===== config.mk =====
export PLATFORM = sky130hd
export DESIGN_NAME = midi_parser_with_timecode_top
export DESIGN_NICKNAME = d
export VERILOG_FILES = /design/src/rtl/mptc_pkg.sv /design/src/rtl/mptc_time.sv /design/src/rtl/midi_parser_with_timecode_top.sv
export SDC_FILE = /design/constraint.sdc
export NUM_CORES = 1
export LEC_CHECK = 0
export ABC_AREA = 1
export BUFFER_PORTS_ARGS = -buffer_cell sky130_fd_sc_hd__buf_2
export CAP_MARGIN = 20
export CELL_PAD_IN_SITES_DETAIL_PLACEMENT = 1
export CELL_PAD_IN_SITES_GLOBAL_PLACEMENT = 2
export CORE_ASPECT_RATIO = 1.75
export CORE_MARGIN = 1.5
export CORE_UTILIZATION = 38
export DETAILED_ROUTE_END_ITERATION = 12
export PLACE_DENSITY = 0.85
export SYNTH_ARGS = -nofsm -noshare
export SYNTH_HDL_FRONTEND = slang
export SYNTH_SLANG_ARGS = --single-unit

===== constraint.sdc =====
create_clock -name clk -period 8.89 [get_ports clk]
set_input_delay 0.4445 -clock clk [delete_from_list [all_inputs] [get_ports clk]]
set_output_delay 0.4445 -clock clk [all_outputs]
set_load 0.01 [all_outputs]

===== src/rtl/mptc_pkg.sv =====
// Shared types and constants for the MIDI parser with time code.
package mptc_pkg;

  localparam logic [2:0] MODE_NORMAL    = 3'd0;
  localparam logic [2:0] MODE_SYSEX     = 3'd1;
  localparam logic [2:0] MODE_QF        = 3'd2;
  localparam logic [2:0] MODE_FM        = 3'd3;
  localparam logic [2:0] MODE_MTC_SYSEX = 3'd4;
  localparam logic [2:0] MODE_SYS_SYSEX = 3'd5;

  localparam logic [1:0] LOCK_INVALID = 2'd0;
  localparam logic [1:0] LOCK_VALID   = 2'd1;

  localparam logic [3:0] KIND_REALTIME = 4'd0;
  localparam logic [3:0] KIND_RAW      = 4'd1;
  localparam logic [3:0] KIND_SYSEX    = 4'd2;
  localparam logic [3:0] KIND_NOTE     = 4'd3;
  localparam logic [3:0] KIND_POLY     = 4'd4;
  localparam logic [3:0] KIND_CONTROL  = 4'd5;
  localparam logic [3:0] KIND_BEND     = 4'd6;
  localparam logic [3:0] KIND_CTOUCH   = 4'd7;
  localparam logic [3:0] KIND_PROGRAM  = 4'd8;
  localparam logic [3:0] KIND_TIMECODE = 4'd9;

  localparam logic [7:0] BYTE_SYSEX = 8'hF0;
  localparam logic [7:0] BYTE_QF    = 8'hF1;
  localparam logic [7:0] BYTE_EOX   = 8'hF7;
  localparam logic [7:0] BYTE_RT    = 8'hF8;
  localparam logic [7:0] BYTE_NONRT = 8'h7F;
  localparam logic [7:0] BYTE_ONE   = 8'h01;

  typedef struct packed {
    logic [3:0]  kind;
    logic [4:0]  channel;
    logic [7:0]  data_first;
    logic [6:0]  data_second;
    logic [1:0]  rate;
    logic [4:0]  hours;
    logic [7:0]  minutes;
    logic [7:0]  seconds;
    logic [7:0]  frames;
    logic [26:0] ms;
    logic        back;
    logic        last;
  } result_t;

endpackage


===== src/rtl/mptc_time.sv =====
// Bit-serial time code to milliseconds converter.
module mptc_time (
  input  logic        clk,
  input  logic        rst_n,
  input  logic        start,
  input  logic [1:0]  rate,
  input  logic [4:0]  hours,
  input  logic [7:0]  minutes,
  input  logic [7:0]  seconds,
  input  logic [7:0]  frames,
  input  logic [3:0]  comp,
  output logic        done,
  output logic [26:0] ms
);
  // phase 0: secs = (h*60+m)*60+s, then *1000, shift-add one bit a cycle
  // phase 1: restoring divide of (frames+comp)*1000 by fps, one bit a cycle
  localparam logic [1:0] PH_IDLE = 2'd0;
  localparam logic [1:0] PH_MUL  = 2'd1;
  localparam logic [1:0] PH_DIV  = 2'd2;
  localparam logic [1:0] PH_DONE = 2'd3;

  logic [1:0]  ph_r, ph_nxt;
  logic [4:0]  cnt_r, cnt_nxt;
  logic [16:0] secs_r, secs_nxt;
  logic [26:0] acc_r, acc_nxt;
  logic [18:0] dvd_r, dvd_nxt;
  logic [4:0]  rem_r, rem_nxt;
  logic [13:0] quo_r, quo_nxt;
  logic [4:0]  fps_r, fps_nxt;
  logic [5:0]  trial;
  logic [16:0] secs_calc;
  logic [8:0]  fsum;

  localparam logic [9:0] K1000 = 10'd1000;

  assign secs_calc = 17'(({12'd0, hours} * 17'd60 + {9'd0, minutes}) * 17'd60)
                     + {9'd0, seconds};
  assign fsum  = {1'b0, frames} + {5'd0, comp};
  assign trial = {rem_r, dvd_r[18]} - {1'b0, fps_r};

  always_comb begin
    ph_nxt = ph_r; cnt_nxt = cnt_r; secs_nxt = secs_r; acc_nxt = acc_r;
    dvd_nxt = dvd_r; rem_nxt = rem_r; quo_nxt = quo_r; fps_nxt = fps_r;
    unique case (ph_r)
      PH_IDLE: if (start) begin
        ph_nxt = PH_MUL; cnt_nxt = 5'd0; secs_nxt = secs_calc; acc_nxt = '0;
        dvd_nxt = {10'd0, fsum} * {9'd0, K1000}; rem_nxt = '0; quo_nxt = '0;
        fps_nxt = (rate == 2'd0) ? 5'd24 : ((rate == 2'd1) ? 5'd25 : 5'd30);
      end
      PH_MUL: begin
        if (K1000[cnt_r[3:0]]) acc_nxt = acc_r + (27'(secs_r) << cnt_r[3:0]);
        cnt_nxt = cnt_r + 5'd1;
        if (cnt_r == 5'd9) begin ph_nxt = PH_DIV; cnt_nxt = '0; end
      end
      PH_DIV: begin
        dvd_nxt = {dvd_r[17:0], 1'b0};
        if (!trial[5]) begin
          rem_nxt = trial[4:0]; quo_nxt = {quo_r[12:0], 1'b1};
        end else begin
          rem_nxt = {rem_r[3:0], dvd_r[18]}; quo_nxt = {quo_r[12:0], 1'b0};
        end
        cnt_nxt = cnt_r + 5'd1;
        if (cnt_r == 5'd18) ph_nxt = PH_DONE;
      end
      PH_DONE: ph_nxt = PH_IDLE;
      default: ph_nxt = PH_IDLE;
    endcase
  end

  always_ff @(posedge clk) begin
    if (!rst_n) ph_r <= PH_IDLE;
    else ph_r <= ph_nxt;
    cnt_r <= cnt_nxt; secs_r <= secs_nxt; acc_r <= acc_nxt; dvd_r <= dvd_nxt;
    rem_r <= rem_nxt; quo_r <= quo_nxt; fps_r <= fps_nxt;
  end

  assign done = (ph_r == PH_DONE);
  assign ms   = acc_r + {13'd0, quo_r};
endmodule


===== src/rtl/midi_parser_with_timecode_top.sv =====
// MIDI byte parser with running status and MIDI time code, top level.
// Usage:
//  - Input channel in_valid/in_ready carries one MIDI byte per beat.
//  - Output channel out_valid/out_ready carries one result per beat; a byte
//    yields one to three results, the final one flagged by out_last_of_run.
//  - cfg_we/cfg_wdata load frame compensation (reset value 2); write only
//    while the block is idle.
// Data flow and throughput:
//  - A byte is decoded in the cycle it is accepted and its results queue in
//    a small result buffer; each result then takes one output beat.
//  - A byte that completes a time code starts the serial converter, which
//    works one bit per cycle: 10 shift-add steps for the *1000, then 19
//    divide steps for the frame fraction.
//  - Bytes without time code go straight to draining, one beat per result.
//  - One byte is in flight at a time; in_ready returns once all of its
//    results have been taken.
// Reset: synchronous active-low rst_n returns the parser to normal mode,
// running status to note off on channel one, time code fields to zero.
// Stall: while out_ready is low the current result holds and nothing new
// is accepted.
module midi_parser_with_timecode_top (
  input  logic        clk,
  input  logic        rst_n,
  input  logic        in_valid,
  output logic        in_ready,
  input  logic [7:0]  in_midi_byte,
  output logic        out_valid,
  input  logic        out_ready,
  output logic [3:0]  out_event_kind,
  output logic [4:0]  out_channel,
  output logic [7:0]  out_data_first,
  output logic [6:0]  out_data_second,
  output logic [1:0]  out_frame_rate_code,
  output logic [4:0]  out_tc_hours,
  output logic [7:0]  out_tc_minutes,
  output logic [7:0]  out_tc_seconds,
  output logic [7:0]  out_tc_frames,
  output logic [26:0] out_time_ms,
  output logic        out_time_went_back,
  output logic        out_last_of_run,
  input  logic        cfg_we,
  input  logic [3:0]  cfg_wdata
);
  // control states
  localparam logic [1:0] ST_IDLE = 2'd0;
  localparam logic [1:0] ST_TIME = 2'd1;  // waiting for converter
  localparam logic [1:0] ST_OUT  = 2'd2;  // draining results

  logic [1:0] st_r, st_nxt;
  logic [3:0] comp_r;
  logic [2:0] mode_r, mode_nxt;
  logic [2:0] rcmd_r, rcmd_nxt;
  logic [3:0] rchan_r, rchan_nxt;
  logic [6:0] held_r, held_nxt;
  logic       have_r, have_nxt;
  logic [2:0] ffc_r, ffc_nxt;
  logic [1:0] rate_r, rate_nxt;
  logic [4:0] hours_r, hours_nxt;
  logic [7:0] min_r, min_nxt;
  logic [7:0] sec_r, sec_nxt;
  logic [7:0] frm_r, frm_nxt;
  logic [26:0] prev_r;
  logic [1:0] lock_r, lock_nxt;

  // result buffer: up to 3 entries; time code slot filled by converter
  mptc_pkg::result_t buf_r [3];
  mptc_pkg::result_t buf_nxt [3];
  logic [1:0] cnt_r, cnt_nxt;   // results in this run
  logic [1:0] pos_r, pos_nxt;   // next to send
  logic [1:0] tcs_r, tcs_nxt;   // slot of time code result
  // time code snapshot (quarter frame piece 0 emits before its update)
  logic [1:0] sr_r, sr_nxt;
  logic [4:0] sh_r, sh_nxt;
  logic [7:0] sm_r, sm_nxt, ss_r, ss_nxt, sf_r, sf_nxt;

  logic        tc_start, tc_done;
  logic [26:0] tc_ms;
  logic [7:0]  b;
  logic        accept;

  assign b      = in_midi_byte;
  assign accept = in_valid && in_ready;
  assign in_ready = (st_r == ST_IDLE);

  mptc_time u_time (
    .clk(clk), .rst_n(rst_n), .start(tc_start),
    .rate(sr_nxt), .hours(sh_nxt), .minutes(sm_nxt), .seconds(ss_nxt),
    .frames(sf_nxt), .comp(comp_r), .done(tc_done), .ms(tc_ms)
  );

  always_comb begin
    mptc_pkg::result_t r;
    logic [3:0] k;
    logic       two;
    logic       tc;
    st_nxt = st_r; mode_nxt = mode_r; rcmd_nxt = rcmd_r; rchan_nxt = rchan_r;
    held_nxt = held_r; have_nxt = have_r; ffc_nxt = ffc_r; rate_nxt = rate_r;
    hours_nxt = hours_r; min_nxt = min_r; sec_nxt = sec_r; frm_nxt = frm_r;
    lock_nxt = lock_r; cnt_nxt = cnt_r; pos_nxt = pos_r; tcs_nxt = tcs_r;
    sr_nxt = sr_r; sh_nxt = sh_r; sm_nxt = sm_r; ss_nxt = ss_r; sf_nxt = sf_r;
    buf_nxt = buf_r;
    tc_start = 1'b0; tc = 1'b0; k = '0; two = 1'b1;
    r = '0;
    unique case (st_r)
      ST_IDLE: if (accept) begin
        pos_nxt = '0;
        for (int i = 0; i < 3; i++) buf_nxt[i] = '0;
        if (b >= mptc_pkg::BYTE_RT) begin
          r.kind = mptc_pkg::KIND_REALTIME; r.data_first = b;
          buf_nxt[0] = r; cnt_nxt = 2'd1;
        end else begin
          r.kind = mptc_pkg::KIND_RAW; r.data_first = b;
          buf_nxt[0] = r; cnt_nxt = 2'd1;
          r = '0; r.kind = mptc_pkg::KIND_SYSEX; r.data_first = b;
          case (mode_r)
            mptc_pkg::MODE_FM: begin
              buf_nxt[1] = r; cnt_nxt = 2'd2;
              case (ffc_r)
                3'd0: begin rate_nxt = b[6:5]; hours_nxt = b[4:0]; end
                3'd1: min_nxt = b;
                3'd2: sec_nxt = b;
                3'd3: frm_nxt = b;
                default: ;
              endcase
              if (ffc_r < 3'd4) ffc_nxt = ffc_r + 3'd1;
              if (b == mptc_pkg::BYTE_EOX) begin
                lock_nxt = mptc_pkg::LOCK_VALID; tc = 1'b1;
                mode_nxt = mptc_pkg::MODE_NORMAL;
                sr_nxt = rate_nxt; sh_nxt = hours_nxt; sm_nxt = min_nxt;
                ss_nxt = sec_nxt; sf_nxt = frm_nxt;
              end
            end
            mptc_pkg::MODE_MTC_SYSEX: begin
              buf_nxt[1] = r; cnt_nxt = 2'd2;
              if (b == mptc_pkg::BYTE_ONE) begin
                mode_nxt = mptc_pkg::MODE_FM; ffc_nxt = '0;
              end else if (b == mptc_pkg::BYTE_EOX) mode_nxt = mptc_pkg::MODE_NORMAL;
            end
            mptc_pkg::MODE_SYS_SYSEX: begin
              buf_nxt[1] = r; cnt_nxt = 2'd2;
              if (b == mptc_pkg::BYTE_ONE) mode_nxt = mptc_pkg::MODE_MTC_SYSEX;
              else if (b == mptc_pkg::BYTE_EOX) mode_nxt = mptc_pkg::MODE_NORMAL;
            end
            mptc_pkg::MODE_SYSEX: begin
              buf_nxt[1] = r; cnt_nxt = 2'd2;
              if (b == mptc_pkg::BYTE_EOX) mode_nxt = mptc_pkg::MODE_NORMAL;
              else if (b == mptc_pkg::BYTE_NONRT) mode_nxt = mptc_pkg::MODE_SYS_SYSEX;
            end
            mptc_pkg::MODE_QF: begin
              mode_nxt = mptc_pkg::MODE_NORMAL;
              case (b[7:4])
                4'd0: begin
                  lock_nxt = mptc_pkg::LOCK_VALID; tc = 1'b1;
                  sr_nxt = rate_r; sh_nxt = hours_r; sm_nxt = min_r;
                  ss_nxt = sec_r; sf_nxt = frm_r;
                  frm_nxt = {frm_r[7:4], b[3:0]};
                end
                4'd1: frm_nxt = {b[3:0], frm_r[3:0]};
                4'd2: sec_nxt = {sec_r[7:4], b[3:0]};
                4'd3: sec_nxt = {b[3:0], sec_r[3:0]};
                4'd4: min_nxt = {min_r[7:4], b[3:0]};
                4'd5: min_nxt = {b[3:0], min_r[3:0]};
                4'd6: hours_nxt = {hours_r[4], b[3:0]};
                4'd7: begin hours_nxt = {b[0], hours_r[3:0]}; rate_nxt = b[2:1]; end
                default: ;
              endcase
            end
            default: begin
              if (b == mptc_pkg::BYTE_QF) mode_nxt = mptc_pkg::MODE_QF;
              else if (b == mptc_pkg::BYTE_SYSEX) begin
                mode_nxt = mptc_pkg::MODE_SYSEX; buf_nxt[1] = r; cnt_nxt = 2'd2;
              end else if (b[7]) begin
                rcmd_nxt = b[6:4]; rchan_nxt = b[3:0]; have_nxt = 1'b0;
              end else if (rcmd_r != 3'd7) begin
                case (rcmd_r)
                  3'd2: k = mptc_pkg::KIND_POLY;
                  3'd3: k = mptc_pkg::KIND_CONTROL;
                  3'd4: begin k = mptc_pkg::KIND_PROGRAM; two = 1'b0; end
                  3'd5: begin k = mptc_pkg::KIND_CTOUCH; two = 1'b0; end
                  3'd6: k = mptc_pkg::KIND_BEND;
                  default: k = mptc_pkg::KIND_NOTE;
                endcase
                if (two && !have_r) begin
                  held_nxt = b[6:0]; have_nxt = 1'b1;
                end else begin
                  r = '0; r.kind = k; r.channel = {1'b0, rchan_r} + 5'd1;
                  if (two) begin
                    r.data_first = {1'b0, held_r};
                    r.data_second = (rcmd_r == 3'd0) ? 7'd0 : b[6:0];
                  end else r.data_first = b;
                  buf_nxt[1] = r; cnt_nxt = 2'd2; have_nxt = 1'b0;
                end
              end
            end
          endcase
        end
        if (tc) begin
          tcs_nxt = cnt_nxt; cnt_nxt = cnt_nxt + 2'd1;
          tc_start = 1'b1; st_nxt = ST_TIME;
        end else st_nxt = ST_OUT;
      end
      ST_TIME: if (tc_done) begin
        r = '0; r.kind = mptc_pkg::KIND_TIMECODE; r.rate = sr_r; r.hours = sh_r;
        r.minutes = sm_r; r.seconds = ss_r; r.frames = sf_r; r.ms = tc_ms;
        r.back = (tc_ms < prev_r);
        buf_nxt[tcs_r] = r; st_nxt = ST_OUT;
      end
      ST_OUT: if (out_ready) begin
        pos_nxt = pos_r + 2'd1;
        if (pos_r == cnt_r - 2'd1) st_nxt = ST_IDLE;
      end
      default: st_nxt = ST_IDLE;
    endcase
  end

  always_ff @(posedge clk) begin
    if (!rst_n) begin
      st_r <= ST_IDLE; comp_r <= 4'd2; mode_r <= mptc_pkg::MODE_NORMAL;
      rcmd_r <= '0; rchan_r <= '0; held_r <= '0; have_r <= 1'b0; ffc_r <= '0;
      rate_r <= '0; hours_r <= '0; min_r <= '0; sec_r <= '0; frm_r <= '0;
      prev_r <= '0; lock_r <= mptc_pkg::LOCK_INVALID; cnt_r <= '0; pos_r <= '0;
    end else begin
      st_r <= st_nxt; mode_r <= mode_nxt; rcmd_r <= rcmd_nxt; rchan_r <= rchan_nxt;
      held_r <= held_nxt; have_r <= have_nxt; ffc_r <= ffc_nxt; rate_r <= rate_nxt;
      hours_r <= hours_nxt; min_r <= min_nxt; sec_r <= sec_nxt; frm_r <= frm_nxt;
      lock_r <= lock_nxt; cnt_r <= cnt_nxt; pos_r <= pos_nxt;
      if (cfg_we) comp_r <= cfg_wdata;
      if (st_r == ST_TIME && tc_done) prev_r <= tc_ms;
    end
    tcs_r <= tcs_nxt; sr_r <= sr_nxt; sh_r <= sh_nxt; sm_r <= sm_nxt;
    ss_r <= ss_nxt; sf_r <= sf_nxt; buf_r <= buf_nxt;
  end

  mptc_pkg::result_t cur;
  assign cur = buf_r[pos_r];
  assign out_valid           = (st_r == ST_OUT);
  assign out_event_kind      = cur.kind;
  assign out_channel         = cur.channel;
  assign out_data_first      = cur.data_first;
  assign out_data_second     = cur.data_second;
  assign out_frame_rate_code = cur.rate;
  assign out_tc_hours        = cur.hours;
  assign out_tc_minutes      = cur.minutes;
  assign out_tc_seconds      = cur.seconds;
  assign out_tc_frames       = cur.frames;
  assign out_time_ms         = cur.ms;
  assign out_time_went_back  = cur.back;
  assign out_last_of_run     = (pos_r == cnt_r - 2'd1);
endmodule


==> results.toml <==
[status]
outcome = "completed"

[timing]
rsz0062_at_grt = "false"
fin_crit_sh = 0.909
drv_slew = 0
finalSetupViolCount = 0
clock_skew_ns = 0.0578
relSlewSlack = 0.298
tightest_slew_ns = 1.05
timing_hold_violations_final = 0
totalNegativeSetupSlack_ns = 0
period_needed_ns = 8.08
max_freq_mhz = 124

[final_layout]
fillers = 9638
layout_commonest_cell = "nand2_1"
final_util = 0.424
syn_to_final_growth_pct = 10.8
most-common-layout-cells = "794 x nand2_1, 537 x inv_1, 493 x o21ai_0, 337 x edfxtp_1, 290 x nor2_1"
drive_above_1_share = 0.0762
multi_input_area_mm2 = 0.0148
seq_area_mm2 = 0.0126
diodes = 0
fin_nets = 4100

[drt]
postRouteAntennaNets = 0
drc = 0
num_vias = 26500
wl_mm = 102
wl_per_cell_um = 20.7
routed_via_density = 5.38
first_pass_iters = 5
first_iter_violations = 1243

[synth]
ys_seq_area_frac = 0.419
synth.avg_cell_area_um2 = 7.85
syn_area_mm2 = 0.0300
synth_edf_count = 337
synth_cell_types = 53
netlist_instances = 3823
ys_seq_elements = 460
async_flop_share = 0
syn_nets = 4065
yosysWarnings = 0
ys.flop_type = "edfxtp_1"

[clock_tree]
numCtsBuffers = 47
path_clk_slew_ns = 0.07
htree_num_levels = 2
post-cts-setup-buffers = 0
cts_root_buffer = "clkbuf_16"
clk-insertion-delay-late_ns = 0.65
cts_hold_buffers = 0
cts-resized-gates = 0
cts.sinks = 460
cts_tree = "built"
clockBufferDepth = 3

[global_route]
first_global_vias = 28300
grt_max_degree = 91
grt_pass1_wl_mm = 160
track_usage = 0.255
grt_antenna_before_repair = 0
gr-total-overflow = 0

[critical_path]
r2r_cells = 32
cp_common_cell = "nand2_1"
worst-path-buf-inv = 6
cp_slowest_cell = "fa_1"
critPathCaptureType = "flip-flop"
cp_max_fo = 28
critical_path.max_stage_delay_ns = 0.56
worst-path-stages = 32
crit_type = "reg -> reg"
cp.arrival_ns = 8.44
path_delay_family = "adder cells"
cp-start-kind = "flip-flop"
critical_path_required_ns = 9.25

[placed_design]
dp_hpwl_mm = 75.7
numPortBuffers = 102
gp_congestion = 0.905

[floorplanning]
io_pins = 103
initial_core_util = 0.383
die_y_um = 375
die_w_um = 215
die-area_mm2 = 0.0808
coreArea_mm2 = 0.0784
rows = 136

[hold_path]
min_path_cells = 3
hold_path.class = "in -> reg"

[run]
drv_cap = 0
==> worst min-delay path: stages <==
cell	delay (ns)
buf_2	0.10
nor2_1	0.04
nor2_1	0.08
==> path summary, 6_finish.rpt <==
kind,from,to,slack (ns)
worst max-delay path,mode_r[0],u_time.secs_r[16],0.81
worst min register to register,min_r[1],min_r[1],0.48
worst max register to register,mode_r[0],u_time.secs_r[16],0.81
worst min-delay path,cfg_wdata[0],comp_r[0],0.10
==> synth_stat cells (all sizes together) (14+ instances only) <==
cell    count  area [um2]
a21oi     278        1390
a31oi      14        87.6
buf        41         201
clkbuf    113         424
dfxtp     123        2460
edfxtp    337       10100
fa         55        1100
ha        170        2130
inv       555        2090
nand2     812        3100
nand3     190         988
nand4      31         194
nor2      306        1230
nor3       66         342
o21ai     522        2640
o22ai      89         557
xnor2      15         131
xor2       33         297
==> cell type report <==
cell class | instances | area share
multi-input cells | 2651 | 0.444
flip-flops and latches | 460 | 0.378
inverters | 558 | 0.0631
well taps | 1035 | 0.0389
clock buffers | 57 | 0.0374
repair buffers | 140 | 0.0239
clock inverters | 31 | 0.0143
==> per-layer routing <==
layer  track usage  up-vias  routed length [um]
met4         0.128        0                5530
met5             0        -                   0
li1              -    12900                   -
met1         0.269    13000               38500
met3        0.0250      211                3030
met2         0.494      489               55000
==> registers in the layout, indices dropped and copies added, names as in the netlist, 8 cells and up, named ones only <==
signal and flops:
u_time.acc_r 27, sec_r 8, prev_r 27, u_time.secs_r 17
sm_r 8, u_time.quo_r 14, ss_r 8, min_r 8
u_time.dvd_r 16, sf_r 8, buf_r 249, frm_r 8
==> kinds of logic (layout without fill, tap and decap cells) <==
| logic type | Yosys count | in the layout | synth area share |
|---|---|---|---|
| compound gates | 953 | 953 | 0.169 |
| simple gates | 1422 | 1422 | 0.199 |
| xor+xnor | 48 | 48 | 0.0143 |
| mux | 3 | 3 | 0.00100 |
| buf+inv | 712 | 786 | 0.0907 |
| fa+ha+maj | 225 | 225 | 0.108 |
| flops | 460 | 460 | 0.419 |
==> through the flow <==
| step | worst slack, ns | cells | cell area, um2 | hold WS [ns] |
|---|---|---|---|---|
| after global placement | 1.04 | 4843 | 31500 | 0.467 |
| after floorplan | 1.82 | 3823 | 30000 | 0.450 |
| after detailed placement | 0.794 | 4843 | 31500 | 0.471 |
| final | 0.813 | 4932 | 33300 | 0.103 |
| after CTS | 0.788 | 4931 | 33300 | 0.0873 |
| after global routing | 0.184 | 4932 | 33300 | 0.123 |
Power is not shown: default switching activity piles up to over one toggle a cycle in this logic, so the estimate is an artifact.
